<file path="config.mk">
export PLATFORM = sky130hd
export DESIGN_NAME = three_channel_moving_average_scaler
export DESIGN_NICKNAME = d
export VERILOG_FILES = /design/src/rtl/core/tcmas_pkg.sv /design/src/rtl/core/three_channel_moving_average_scaler.sv /design/src/rtl/core/tcmas_window.sv /design/src/rtl/core/tcmas_scale.sv
export VERILOG_INCLUDE_DIRS = /design/src /design/src/rtl/core
export SDC_FILE = /design/constraint.sdc
export NUM_CORES = 2
export LEC_CHECK = 0
export BUFFER_PORTS_ARGS = -buffer_cell sky130_fd_sc_hd__buf_2
export CAP_MARGIN = 40
export CELL_PAD_IN_SITES_DETAIL_PLACEMENT = 0
export CELL_PAD_IN_SITES_GLOBAL_PLACEMENT = 1
export CORE_UTILIZATION = 35
export DETAILED_ROUTE_END_ITERATION = 8
export PLACE_DENSITY = 0.63
export REMOVE_ABC_BUFFERS = 1
export SLEW_MARGIN = 20
export SYNTH_ARGS = -nofsm -noshare
export SYNTH_HDL_FRONTEND = slang
export SYNTH_HIERARCHICAL = 1
export SYNTH_SLANG_ARGS = --single-unit
</file>
<file path="constraint.sdc">
create_clock -name clk -period 8.9 [get_ports clk]
set_input_delay 1.335 -clock clk [delete_from_list [all_inputs] [get_ports clk]]
set_output_delay 1.335 -clock clk [all_outputs]
set_load 0.1 [all_outputs]
</file>
<file path="src/rtl/core/three_channel_moving_average_scaler_macros.svh">
// ----------------------------------------------------------------------------
// Assertion macros for the moving-average scaler
// Checks compile away when NO_ASSERTIONS is defined.
// ----------------------------------------------------------------------------
`ifndef THREE_CHANNEL_MOVING_AVERAGE_SCALER_MACROS_SVH
`define THREE_CHANNEL_MOVING_AVERAGE_SCALER_MACROS_SVH

`ifndef NO_ASSERTIONS

// property checked outside reset, sampled on clk
`define TCMAS_ASSERT(lbl, prop) \
    lbl: assert property (@(posedge clk) disable iff (!rst_n) prop) \
        else $error("tcmas assertion failed");

// property that must also hold while reset is applied
`define TCMAS_ASSERT_ALWAYS(lbl, prop) \
    lbl: assert property (@(posedge clk) prop) \
        else $error("tcmas assertion failed");

`else

`define TCMAS_ASSERT(lbl, prop)

`define TCMAS_ASSERT_ALWAYS(lbl, prop)

`endif

`endif

</file>
<file path="src/rtl/core/tcmas_pkg.sv">
// ----------------------------------------------------------------------------
// tcmas_pkg
// Shared widths, constants, register indexes and types of the scaler.
// ----------------------------------------------------------------------------
`default_nettype none

package tcmas_pkg;

    localparam int WINDOW_DEPTH_DEF = 5;
    localparam int SLOT_COUNT       = 5;
    localparam int NUM_QTY          = 3;

    localparam int BYTE_W   = 8;
    localparam int SAMPLE_W = 10;
    localparam int AVG_W    = 10;
    localparam int SCALE_W  = 16;
    localparam int CHAN_W   = 4;
    localparam int SLOT_W   = 3;
    localparam int QID_W    = 2;
    localparam int OUT_W    = 16;

    localparam int CFG_INDEX_W = 3;
    localparam int CFG_DATA_W  = 16;

    localparam int AVG_MAX       = 1020;
    localparam int SCALE_DIVISOR = 10;

    // scale * average, and the divide-by-ten reciprocal
    localparam int PROD_W         = SCALE_W + AVG_W;
    localparam int DIV10_SHIFT    = PROD_W + 4;
    localparam longint DIV10_MULT =
        ((longint'(1) << DIV10_SHIFT) + SCALE_DIVISOR - 1) / SCALE_DIVISOR;
    localparam int DIV10_MULT_W   = PROD_W + 1;
    localparam int QFULL_W        = PROD_W + DIV10_MULT_W;
    localparam int QUOT_W         = QFULL_W - DIV10_SHIFT;

    localparam logic [OUT_W-1:0]   SAT_MAX     = '1;
    localparam logic [SCALE_W-1:0] SCALE_RESET = SCALE_W'(10);

    localparam logic [CHAN_W-1:0] INJ_CHAN_RESET = CHAN_W'(0);
    localparam logic [CHAN_W-1:0] NDL_CHAN_RESET = CHAN_W'(1);
    localparam logic [CHAN_W-1:0] BAT_CHAN_RESET = CHAN_W'(2);

    typedef enum logic [CFG_INDEX_W-1:0] {
        REG_INJ_SCALE = 3'd0,
        REG_NDL_SCALE = 3'd1,
        REG_BAT_SCALE = 3'd2,
        REG_INJ_CHAN  = 3'd3,
        REG_NDL_CHAN  = 3'd4,
        REG_BAT_CHAN  = 3'd5
    } reg_index_t;

    typedef enum logic [QID_W-1:0] {
        QTY_INJ = 2'd0,
        QTY_NDL = 2'd1,
        QTY_BAT = 2'd2
    } qty_t;

    // per-item bookkeeping carried alongside the arithmetic
    typedef struct packed {
        logic [SLOT_W-1:0] slot_index;
        logic              quantity_valid;
        logic [QID_W-1:0]  quantity_id;
        logic [CHAN_W-1:0] next_channel;
    } meta_t;

endpackage

`default_nettype wire

</file>
<file path="src/rtl/core/three_channel_moving_average_scaler.sv">
// ----------------------------------------------------------------------------
// three_channel_moving_average_scaler
// Three-quantity moving-average filter with scaling and channel sequencing.
// ----------------------------------------------------------------------------
// Usage:
//   One input transfer per converter sample period carries the high result
//   byte. Slots 0..2 update injection current, needle current and battery
//   voltage windows; the remaining slots are idle and return zeros. Every
//   input transfer produces exactly one result transfer, in order.
//   Configuration writes (scales, converter channels) go through the cfg
//   channel, which is always ready; write them only while the block is idle.
//   out_valid rises once the input transfer has passed through four
//   registers (window sum, mean, scale multiply, divide by ten).
//   Throughput: one item per cycle while out_ready is high, set by the
//   four-stage pipeline with at most one multiply per stage.
//   Receiver stall: the result register holds; earlier stages keep filling,
//   so up to four items are held before in_ready drops.
//   Reset: windows and slot counter clear, scales return to 10, channels to
//   0, 1 and 2; the pipeline empties.
// ----------------------------------------------------------------------------
`default_nettype none

module three_channel_moving_average_scaler
    import tcmas_pkg::*;
#(
    parameter int WINDOW_DEPTH = WINDOW_DEPTH_DEF
) (
    input  wire logic                   clk,
    input  wire logic                   rst_n,
    input  wire logic                   cfg_valid,
    output logic                        cfg_ready,
    input  wire logic [CFG_INDEX_W-1:0] cfg_index,
    input  wire logic [CFG_DATA_W-1:0]  cfg_data,
    input  wire logic                   in_valid,
    output logic                        in_ready,
    input  wire logic [BYTE_W-1:0]      adc_high_byte,
    output logic                        out_valid,
    input  wire logic                   out_ready,
    output logic [SLOT_W-1:0]           slot_index,
    output logic                        quantity_valid,
    output logic [QID_W-1:0]            quantity_id,
    output logic [AVG_W-1:0]            window_average,
    output logic [OUT_W-1:0]            scaled_value,
    output logic                        scale_saturated,
    output logic [CHAN_W-1:0]           next_channel
);

    localparam int SUM_W = SAMPLE_W + $clog2(WINDOW_DEPTH);

    logic [NUM_QTY-1:0][SCALE_W-1:0] scale_reg;
    logic [NUM_QTY-1:0][CHAN_W-1:0]  chan_reg;

    logic             sum_valid;
    logic             sum_ready;
    logic [SUM_W-1:0] sum;
    meta_t            sum_meta;
    meta_t            out_meta;

    assign cfg_ready = 1'b1;

    always_ff @(posedge clk or negedge rst_n)
    begin
        if (!rst_n)
        begin
            scale_reg[QTY_INJ] <= SCALE_RESET;
            scale_reg[QTY_NDL] <= SCALE_RESET;
            scale_reg[QTY_BAT] <= SCALE_RESET;
            chan_reg[QTY_INJ]  <= INJ_CHAN_RESET;
            chan_reg[QTY_NDL]  <= NDL_CHAN_RESET;
            chan_reg[QTY_BAT]  <= BAT_CHAN_RESET;
        end
        else if (cfg_valid && cfg_ready)
        begin
            case (cfg_index)
                REG_INJ_SCALE: scale_reg[QTY_INJ] <= cfg_data;
                REG_NDL_SCALE: scale_reg[QTY_NDL] <= cfg_data;
                REG_BAT_SCALE: scale_reg[QTY_BAT] <= cfg_data;
                REG_INJ_CHAN:  chan_reg[QTY_INJ]  <= cfg_data[CHAN_W-1:0];
                REG_NDL_CHAN:  chan_reg[QTY_NDL]  <= cfg_data[CHAN_W-1:0];
                REG_BAT_CHAN:  chan_reg[QTY_BAT]  <= cfg_data[CHAN_W-1:0];
                default: ;
            endcase
        end
    end

    tcmas_window #(
        .WINDOW_DEPTH (WINDOW_DEPTH)
    ) u_window (
        .clk           (clk),
        .rst_n         (rst_n),
        .in_valid      (in_valid),
        .in_ready      (in_ready),
        .adc_high_byte (adc_high_byte),
        .channels      (chan_reg),
        .sum_valid     (sum_valid),
        .sum_ready     (sum_ready),
        .sum           (sum),
        .sum_meta      (sum_meta)
    );

    tcmas_scale #(
        .WINDOW_DEPTH (WINDOW_DEPTH)
    ) u_scale (
        .clk           (clk),
        .rst_n         (rst_n),
        .sum_valid     (sum_valid),
        .sum_ready     (sum_ready),
        .sum           (sum),
        .sum_meta      (sum_meta),
        .scales        (scale_reg),
        .out_valid     (out_valid),
        .out_ready     (out_ready),
        .out_meta      (out_meta),
        .out_average   (window_average),
        .out_scaled    (scaled_value),
        .out_saturated (scale_saturated)
    );

    assign slot_index     = out_meta.slot_index;
    assign quantity_valid = out_meta.quantity_valid;
    assign quantity_id    = out_meta.quantity_id;
    assign next_channel   = out_meta.next_channel;

endmodule

`default_nettype wire

</file>
<file path="src/rtl/core/tcmas_window.sv">
// ----------------------------------------------------------------------------
// tcmas_window
// Slot counter, per-quantity sample windows and registered window sum.
// ----------------------------------------------------------------------------
`default_nettype none

`include "three_channel_moving_average_scaler_macros.svh"

module tcmas_window
    import tcmas_pkg::*;
#(
    parameter int WINDOW_DEPTH = WINDOW_DEPTH_DEF,
    localparam int SUM_W = SAMPLE_W + $clog2(WINDOW_DEPTH)
) (
    input  wire logic                           clk,
    input  wire logic                           rst_n,
    input  wire logic                           in_valid,
    output logic                                in_ready,
    input  wire logic [BYTE_W-1:0]              adc_high_byte,
    input  wire logic [NUM_QTY-1:0][CHAN_W-1:0] channels,
    output logic                                sum_valid,
    input  wire logic                           sum_ready,
    output logic [SUM_W-1:0]                    sum,
    output meta_t                               sum_meta
);

    localparam int TAPS = WINDOW_DEPTH - 1;

    logic [SAMPLE_W-1:0] win_reg [NUM_QTY][TAPS];
    logic [SLOT_W-1:0]   slot_reg;
    logic [SLOT_W-1:0]   slot_next;
    logic                sum_valid_reg;
    logic [SUM_W-1:0]    sum_reg;
    logic [SUM_W-1:0]    sum_next;
    meta_t               meta_reg;
    meta_t               meta_next;

    logic [SAMPLE_W-1:0] sample;
    logic [SUM_W-1:0]    row_sum [NUM_QTY];
    logic                load;
    logic                accept;

    assign load     = !sum_valid_reg || sum_ready;
    assign in_ready = load;
    assign accept   = in_valid && in_ready;
    assign sample   = {adc_high_byte, 2'b00};

    always_comb
    begin
        slot_next = (slot_reg == SLOT_W'(SLOT_COUNT - 1)) ? '0 : slot_reg + 1'b1;

        meta_next.slot_index     = slot_reg;
        meta_next.quantity_valid = (slot_reg < SLOT_W'(NUM_QTY));
        meta_next.quantity_id    = meta_next.quantity_valid ? QID_W'(slot_reg) : '0;
        // idle slots hand over to slot 0, the injection channel
        case (slot_next)
            SLOT_W'(QTY_NDL): meta_next.next_channel = channels[QTY_NDL];
            SLOT_W'(QTY_BAT): meta_next.next_channel = channels[QTY_BAT];
            default:          meta_next.next_channel = channels[QTY_INJ];
        endcase
    end

    // sum over the window after the new sample has gone in
    always_comb
    begin
        for (int q = 0; q < NUM_QTY; q++)
        begin
            row_sum[q] = SUM_W'(sample);
            for (int i = 0; i < TAPS; i++)
            begin
                row_sum[q] = row_sum[q] + SUM_W'(win_reg[q][i]);
            end
        end

        case (meta_next.quantity_id)
            QTY_NDL: sum_next = row_sum[1];
            QTY_BAT: sum_next = row_sum[2];
            default: sum_next = row_sum[0];
        endcase
        if (!meta_next.quantity_valid)
        begin
            sum_next = '0;
        end
    end

    always_ff @(posedge clk or negedge rst_n)
    begin
        if (!rst_n)
        begin
            for (int q = 0; q < NUM_QTY; q++)
            begin
                for (int i = 0; i < TAPS; i++)
                begin
                    win_reg[q][i] <= '0;
                end
            end
        end
        else if (accept && meta_next.quantity_valid)
        begin
            for (int q = 0; q < NUM_QTY; q++)
            begin
                if (meta_next.quantity_id == QID_W'(q))
                begin
                    win_reg[q][0] <= sample;
                    for (int i = 1; i < TAPS; i++)
                    begin
                        win_reg[q][i] <= win_reg[q][i-1];
                    end
                end
            end
        end
    end

    always_ff @(posedge clk or negedge rst_n)
    begin
        if (!rst_n)
        begin
            slot_reg      <= '0;
            sum_valid_reg <= 1'b0;
        end
        else
        begin
            if (accept)
            begin
                slot_reg <= slot_next;
            end
            if (load)
            begin
                sum_valid_reg <= in_valid;
            end
        end
    end

    always_ff @(posedge clk)
    begin
        if (accept)
        begin
            sum_reg  <= sum_next;
            meta_reg <= meta_next;
        end
    end

    assign sum_valid = sum_valid_reg;
    assign sum       = sum_reg;
    assign sum_meta  = meta_reg;

    `TCMAS_ASSERT(a_slot_range, slot_reg < SLOT_W'(SLOT_COUNT))
    `TCMAS_ASSERT(a_accept_fills, accept |=> sum_valid_reg)
    `TCMAS_ASSERT(a_slot_step, accept |=> slot_reg == $past(slot_next))
    `TCMAS_ASSERT(a_idle_zero, sum_valid_reg && !meta_reg.quantity_valid |-> sum_reg == '0)

endmodule

`default_nettype wire

</file>
<file path="src/rtl/core/tcmas_scale.sv">
// ----------------------------------------------------------------------------
// tcmas_scale
// Window mean, scale multiply, divide by ten with saturation, result register.
// ----------------------------------------------------------------------------
`default_nettype none

`include "three_channel_moving_average_scaler_macros.svh"

module tcmas_scale
    import tcmas_pkg::*;
#(
    parameter int WINDOW_DEPTH = WINDOW_DEPTH_DEF,
    localparam int SUM_W = SAMPLE_W + $clog2(WINDOW_DEPTH)
) (
    input  wire logic                            clk,
    input  wire logic                            rst_n,
    input  wire logic                            sum_valid,
    output logic                                 sum_ready,
    input  wire logic [SUM_W-1:0]                sum,
    input  wire meta_t                           sum_meta,
    input  wire logic [NUM_QTY-1:0][SCALE_W-1:0] scales,
    output logic                                 out_valid,
    input  wire logic                            out_ready,
    output meta_t                                out_meta,
    output logic [AVG_W-1:0]                     out_average,
    output logic [OUT_W-1:0]                     out_scaled,
    output logic                                 out_saturated
);

    // mean by reciprocal: exact for every sum below 2**SUM_W
    localparam int DEPTH_LOG  = $clog2(WINDOW_DEPTH);
    localparam int DIV_SHIFT  = SUM_W + DEPTH_LOG;
    localparam int DIV_MULT   = ((2 ** DIV_SHIFT) + WINDOW_DEPTH - 1) / WINDOW_DEPTH;
    localparam int MULT_W     = SUM_W + 2;
    localparam int AVG_PROD_W = SUM_W + MULT_W;

    logic                avg_valid_reg;
    logic [AVG_W-1:0]    avg_reg;
    logic [AVG_W-1:0]    avg_next;
    meta_t               avg_meta_reg;

    logic                prod_valid_reg;
    logic [PROD_W-1:0]   prod_reg;
    logic [PROD_W-1:0]   prod_next;
    logic [AVG_W-1:0]    prod_avg_reg;
    meta_t               prod_meta_reg;

    logic                out_valid_reg;
    meta_t               out_meta_reg;
    logic [AVG_W-1:0]    out_avg_reg;
    logic [OUT_W-1:0]    out_scaled_reg;
    logic [OUT_W-1:0]    out_scaled_next;
    logic                out_sat_reg;
    logic                out_sat_next;

    logic [AVG_PROD_W-1:0] avg_full;
    logic [SCALE_W-1:0]    scale_sel;
    logic [QFULL_W-1:0]    quot_full;
    logic [QUOT_W-1:0]     quot;

    logic load_avg;
    logic load_prod;
    logic load_out;

    assign load_out  = !out_valid_reg || out_ready;
    assign load_prod = !prod_valid_reg || load_out;
    assign load_avg  = !avg_valid_reg || load_prod;
    assign sum_ready = load_avg;

    assign avg_full = AVG_PROD_W'(sum) * AVG_PROD_W'(DIV_MULT);
    assign avg_next = avg_full[DIV_SHIFT +: AVG_W];

    always_comb
    begin
        case (avg_meta_reg.quantity_id)
            QTY_INJ: scale_sel = scales[QTY_INJ];
            QTY_NDL: scale_sel = scales[QTY_NDL];
            default: scale_sel = scales[QTY_BAT];
        endcase
    end

    assign prod_next = PROD_W'(scale_sel) * PROD_W'(avg_reg);

    assign quot_full = QFULL_W'(prod_reg) * QFULL_W'(DIV10_MULT);
    assign quot      = quot_full[DIV10_SHIFT +: QUOT_W];

    always_comb
    begin
        out_sat_next    = (quot > QUOT_W'(SAT_MAX));
        out_scaled_next = out_sat_next ? SAT_MAX : quot[OUT_W-1:0];
    end

    always_ff @(posedge clk or negedge rst_n)
    begin
        if (!rst_n)
        begin
            avg_valid_reg  <= 1'b0;
            prod_valid_reg <= 1'b0;
            out_valid_reg  <= 1'b0;
        end
        else
        begin
            if (load_avg)
            begin
                avg_valid_reg <= sum_valid;
            end
            if (load_prod)
            begin
                prod_valid_reg <= avg_valid_reg;
            end
            if (load_out)
            begin
                out_valid_reg <= prod_valid_reg;
            end
        end
    end

    always_ff @(posedge clk)
    begin
        if (load_avg && sum_valid)
        begin
            avg_reg      <= avg_next;
            avg_meta_reg <= sum_meta;
        end
        if (load_prod && avg_valid_reg)
        begin
            prod_reg      <= prod_next;
            prod_avg_reg  <= avg_reg;
            prod_meta_reg <= avg_meta_reg;
        end
        if (load_out && prod_valid_reg)
        begin
            out_meta_reg   <= prod_meta_reg;
            out_avg_reg    <= prod_avg_reg;
            out_scaled_reg <= out_scaled_next;
            out_sat_reg    <= out_sat_next;
        end
    end

    assign out_valid     = out_valid_reg;
    assign out_meta      = out_meta_reg;
    assign out_average   = out_avg_reg;
    assign out_scaled    = out_scaled_reg;
    assign out_saturated = out_sat_reg;

    `TCMAS_ASSERT(a_avg_bound, avg_valid_reg |-> avg_reg <= AVG_W'(AVG_MAX))
    `TCMAS_ASSERT(a_sat_clip, out_valid_reg && out_sat_reg |-> out_scaled_reg == SAT_MAX)
    `TCMAS_ASSERT(a_idle_result, out_valid_reg && !out_meta_reg.quantity_valid |-> out_scaled_reg == '0 && !out_sat_reg && out_avg_reg == '0)
    `TCMAS_ASSERT(a_stage_move, prod_valid_reg && load_out |=> out_valid_reg)

endmodule

`default_nettype wire

</file>
======== After elaboration in Yosys (flattened, before gate mapping) ========
Cells that the tools add are included.
storage, ports and cells
  input port bits ......................... 32
  register bits after elaboration ......... 289
  logic and storage cells ................. 105
  output and inout port bits .............. 40
operators by class
  reduce and logical (&&, ||, !) cells .... 25
  multiplexer cells ....................... 5
  add/subtract/negate cells ............... 13
  magnitude comparators ................... 2
  multipliers ............................. 3
  equality and inequality tests ........... 11
operators with widths
  cell                                                                    number
  13-bit by 10-bit adder with 13-bit output                               9
  26-bit by 27-bit multiplier with 53-bit output, second input constant   1
  10-bit by 10-bit adder with 11-bit output                               3
  16-bit case mux with 2 select lines                                     1
  16-bit by 10-bit multiplier with 26-bit output                          1
  13-bit case mux with 2 select lines                                     1
  13-bit by 12-bit multiplier with 24-bit output, second input constant   1
  23-bit by 16-bit > comparator with 1-bit output, second input constant  1
  2-bit AND reduction                                                     9
  3-bit by 2-bit equality test with 1-bit output, second input constant   3
  3-bit equality test, second input constant                              3
  4-bit case mux with 2 select lines                                      1
  3-bit by 1-bit equality test with 1-bit output, second input constant   2
  1-bit logical AND                                                       5
  2-bit by 1-bit equality test with 1-bit output, second input constant   2
  1-bit zero test                                                         4
  2-bit zero test                                                         2
  1-bit logical OR                                                        4
  3-bit by 1-bit adder with 3-bit output, second input constant           1
  3-bit zero test                                                         1
  3-bit by 2-bit < comparator with 1-bit output, second input constant    1
  3-bit two-way mux                                                       1
  2-bit equality test, second input constant                              1
  2-bit two-way mux                                                       1

======== Depth between registers and ports, before layout ========
  depth in word-level cells ............... 8
  gate-level depth with buffers ........... 28
  gate-level depth less buffers ........... 26

======== By module ========
The synthesis kept the hierarchy.
modules (own cells, without submodules)
  module                               area each (µm²)  instances  seq. area each (µm²)  cells each
  tcmas_scale                          20209.4          1          3168.0                1951
  tcmas_window                         7807.5           1          3133.0                777
  three_channel_moving_average_scaler  2397.3           1          1511.4                133

======== Worst setup path before layout ========
Ideal clock, no wire load.
  path kind ............................... reg-to-reg
  start ................................... reg u_scale.prod_reg[9]
  end ..................................... reg u_scale.out_scaled_reg[8], in the netlist u_scale/out_scaled[8] (data pin)
  library setup time ...................... 0.260 ns
  stages on the path, launching flop included .. 25
  required time ........................... 8.640 ns
  path buffers ............................ 2
  clock period less this slack ............ 7.117 ns
  arrival time ............................ 6.858 ns
  path slack .............................. 1.783 ns
  path through ............................ edfxtp_1 > inv_1 > ha_1 > fa_1 > inv_1 > fa_1 > fa_1 > inv_1 > fa_1 > inv_1 > fa_1 > fa_1 > ha_1 > a21oi_1 > o21ai_1 > a32oi_2 > o22ai_1 > o2111ai_2 > nand3_1 > o311ai_1 > o2111ai_1 > or4_1 > buf_2 > buf_6 > o21bai_1
on the way
  longest elaborated chain between the ends .. 2
RTL lines
  item                                             RTL line            RTL
  start, declared                                  tcmas_scale.sv:43   logic [PROD_W-1:0] prod_reg;
  start signal, assigned                           tcmas_scale.sv:127  prod_reg <= prod_next;
  26-bit by 27-bit multiplier with 53-bit output   tcmas_scale.sv:84   assign quot_full = QFULL_W'(prod_reg) * QFULL_W'(DIV10_MULT);
  23-bit by 16-bit > comparator with 1-bit output  tcmas_scale.sv:89   out_sat_next = (quot > QUOT_W'(SAT_MAX));
  net u_scale.out_sat_next                         tcmas_scale.sv:54   logic out_sat_next;
  end signal, assigned                             tcmas_scale.sv:135  out_scaled_reg <= out_scaled_next;
  end, declared                                    tcmas_scale.sv:51   logic [OUT_W-1:0] out_scaled_reg;
The timed path passes the listed nets, and every way through them passes these cells.
A chain may end at the register's enable or synchronous reset.

======== Worst setup path after layout ========
  start ................................... reg u_scale.prod_reg[9]
  end ..................................... reg u_scale.out_scaled_reg[7], in the netlist u_scale/out_scaled[7] (data pin)
on the way
  longest elaborated chain between the ends .. 2
RTL lines
  item                                                RTL line
  26-bit by 27-bit multiplier with 53-bit output (*)  tcmas_scale.sv:84
  23-bit by 16-bit > comparator with 1-bit output     tcmas_scale.sv:89
Mark *: on every way between the ends. The rest lies on a longest branch, timed or not.

==> flow_summary.json <==
{
  "min_to": "u_scale/out_average[4]",
  "h-tree-depth": 2,
  "cts_resized": 0,
  "fin_setup_tns_ns": 0,
  "worstMarginPinSlew_ns": 0.756,
  "synth_flop_cell": "dfrtp_1",
  "post_cts_buffers": 0,
  "synth_warnings": 6,
  "synth-seq-cells": 287,
  "clk-insertion-delay-late_ns": 0.58,
  "holdCritStartpoint": "u_scale/prod_avg_reg[4]",
  "grt_pass1_vias": 21600,
  "crit_fanout": 17,
  "dieHeight_um": 297,
  "synth.distinct_cells": 82,
  "pin_count": 72,
  "reg2reg_from": "u_scale/prod_reg[9]",
  "num_rows": 107,
  "cts_sinks": 287,
  "clk_path_buf_depth": 3,
  "avgRoutedWirePerCell_um": 16.5,
  "cts_root_buf": "clkbuf_16",
  "wl_mm": 67.9,
  "syn_area_mm2": 0.0304,
  "synth_edf_count": 124,
  "coreArea_mm2": 0.0857,
  "r2r-end": "u_scale/out_scaled[7]",
  "cap_viol_max_count": 0,
  "crit_path_start": "u_scale/prod_reg[9]",
  "start_util_pct": 35.5,
  "synthArstFlopShare_pct": 56.8,
  "antennaDiodeCount": 0,
  "grt_pass1_wl_mm": 114,
  "die_width_um": 297,
  "layout.nets": 3793,
  "post-dp-hpwl_mm": 55.7,
  "netlist.area_leader.share_pct": 27.3,
  "end_kind": "flip-flop",
  "grt_use_total_pct": 16.0,
  "drt_first_pass_iters": 5,
  "syn-mean-instance-area_um2": 10.6,
  "cts_tree": "done",
  "max_clock_freq_ghz": 0.127,
  "rsz0062_at_grt": "no",
  "min_period_over_period_pct": 88.2,
  "nFillCells": 8485,
  "yosysSeqAreaShare_pct": 25.7,
  "min_path_type": "flip-flop to flip-flop",
  "drt_iter0_drc": 715,
  "hold_path_depth": 0,
  "hold_violations": 0,
  "finalSetupViolations": 0,
  "io_buffer_count": 70,
  "largest_register_ffs": 96,
  "grt_max_degree": 91,
  "worstSetupPathType": "flip-flop to flip-flop",
  "outcome": "completed",
  "overflow": 0,
  "start_kind": "flip-flop",
  "max_slew_margin_pct": 48.9,
  "die-area_mm2": 0.0881,
  "ant_nets": 0,
  "fin_crit_ns": 7.85,
  "via_per_inst": 4.73,
  "antenna_found_initial": 0,
  "synth_cells": 2861,
  "clkTransAtPathRegs_ns": 0.05,
  "slew_viol_final": 0,
  "skew_ns": 0.0385,
  "area_growth_pct": 10.2,
  "drcViolationCount": 0,
  "crit_required_ns": 9.22,
  "via_count": 19500,
  "rrSetupSlack_ns": 1.05,
  "yosys-top-cells-area": "fa_1 (27%), ha_1 (16%), dfrtp_1 (13%)",
  "cts_buffers": 37,
  "crit_arrival_ns": 8.17,
  "place_congestion": 0.860,
  "rr_worst_depth": 22,
  "yosysTopAreaCell": "fa_1",
  "drive_gt1_share_pct": 8.42,
  "cts_hold_buf": 0
}
-- stage by stage --
stage	cell area [um2]	utilization (%)	hold WS (ns)	setup slack [ns]	std cells
after floorplan	30200	-	0.400	1.76	2808
after global placement	32200	37.6	0.403	1.12	4051
after detailed placement	32300	37.7	0.405	0.953	4058
after CTS	33500	39.1	0.412	0.996	4124
after global routing	33500	39.1	0.423	0.479	4125
final	33500	39.1	0.413	1.05	4125
-- worst max path at each step --
stage	cells after the start	slack (ns)	to
final	22	1.05	u_scale/out_scaled[7]
after global routing	22	0.48	u_scale/out_scaled[7]
after floorplan	22	1.76	u_scale/out_scaled[7]
after global placement	22	1.12	u_scale/out_scaled[9]
after CTS	22	1.0	u_scale/out_scaled[7]
after detailed placement	22	0.95	u_scale/out_scaled[7]
-- placed cells by master, fill, tap and decap left out, types with 63 or more instances in the layout --
cell type and instances:
a21oi_1 77, o21ai_0 116, nor2_1 65, inv_1 655, edfxtp_1 124, buf_2 69, ha_1 393, fa_1 414
nand2_1 236, and2_1 63, dfrtp_1 155
-- worst max-delay path, stage by stage (launching register included) --
cell,delay (ns)
edfxtp_1,0.46
inv_1,0.07
ha_1,0.34
fa_1,0.59
inv_1,0.12
fa_1,0.55
fa_1,0.50
inv_1,0.07
fa_1,0.53
inv_1,0.06
fa_1,0.50
fa_1,0.49
ha_1,0.36
a21oi_1,0.18
o21ai_1,0.14
a32oi_2,0.33
o22ai_1,0.22
o2111ai_2,0.36
nand3_1,0.20
o311ai_1,0.35
o2111ai_1,0.15
or4_1,0.75
or2_1,0.31
-- kinds of logic (layout without fill, tap and decap cells) --
kind of cell             count (synthesis)  in the layout  synth area share (%)
AO/OA/AOI/OAI                          358            358                  7.47
XOR/XNOR                                69             69                  1.99
adder cells (fa/ha/maj)                807            807                  43.4
buffers and inverters                  709            828                  8.94
flip-flops                             287            287                  25.7
multiplexers                           110            110                  4.25
other                                    2              3                0.0247
AND/OR/NAND/NOR                        519            519                  8.24
-- Yosys cell counts (41+ instances only) --
library cell	n
dfrtp_1	155
fa_1	414
inv_1	655
nand2_1	236
mux2_2	41
a21oi_1	77
ha_1	393
and2_1	65
o21ai_0	116
edfxtp_1	124
xnor2_1	49
nor2_1	65
-- per-layer routing --
layer / vias up / routed length, um / share of wire (%) / GRT usage [%]
li1: 9366 / - / - / -
met1: 9777 / 30700 / 45 / 21.1
met2: 268 / 33600 / 50 / 27.7
met3: 86 / 2090 / 3.1 / 1.78
met4: 0 / 1490 / 2.2 / 3.94
met5: - / 0 / 0 / 0
-- cell type report --
| class | count | area [um2] | share of cell area (%) |
|---|---|---|---|
| clock buffer | 48 | 997 | 2.97 |
| clock inverter | 18 | 235 | 0.702 |
| inverter | 655 | 2460 | 7.33 |
| multi-input combinational | 1866 | 19900 | 59.4 |
| sequential | 287 | 7810 | 23.3 |
| tap | 1144 | 1430 | 4.27 |
| timing repair buffer | 107 | 689 | 2.06 |
Power is left out: the tool's default activity adds up to more than one toggle a clock period on the data nets, which glitch-free logic cannot reach.
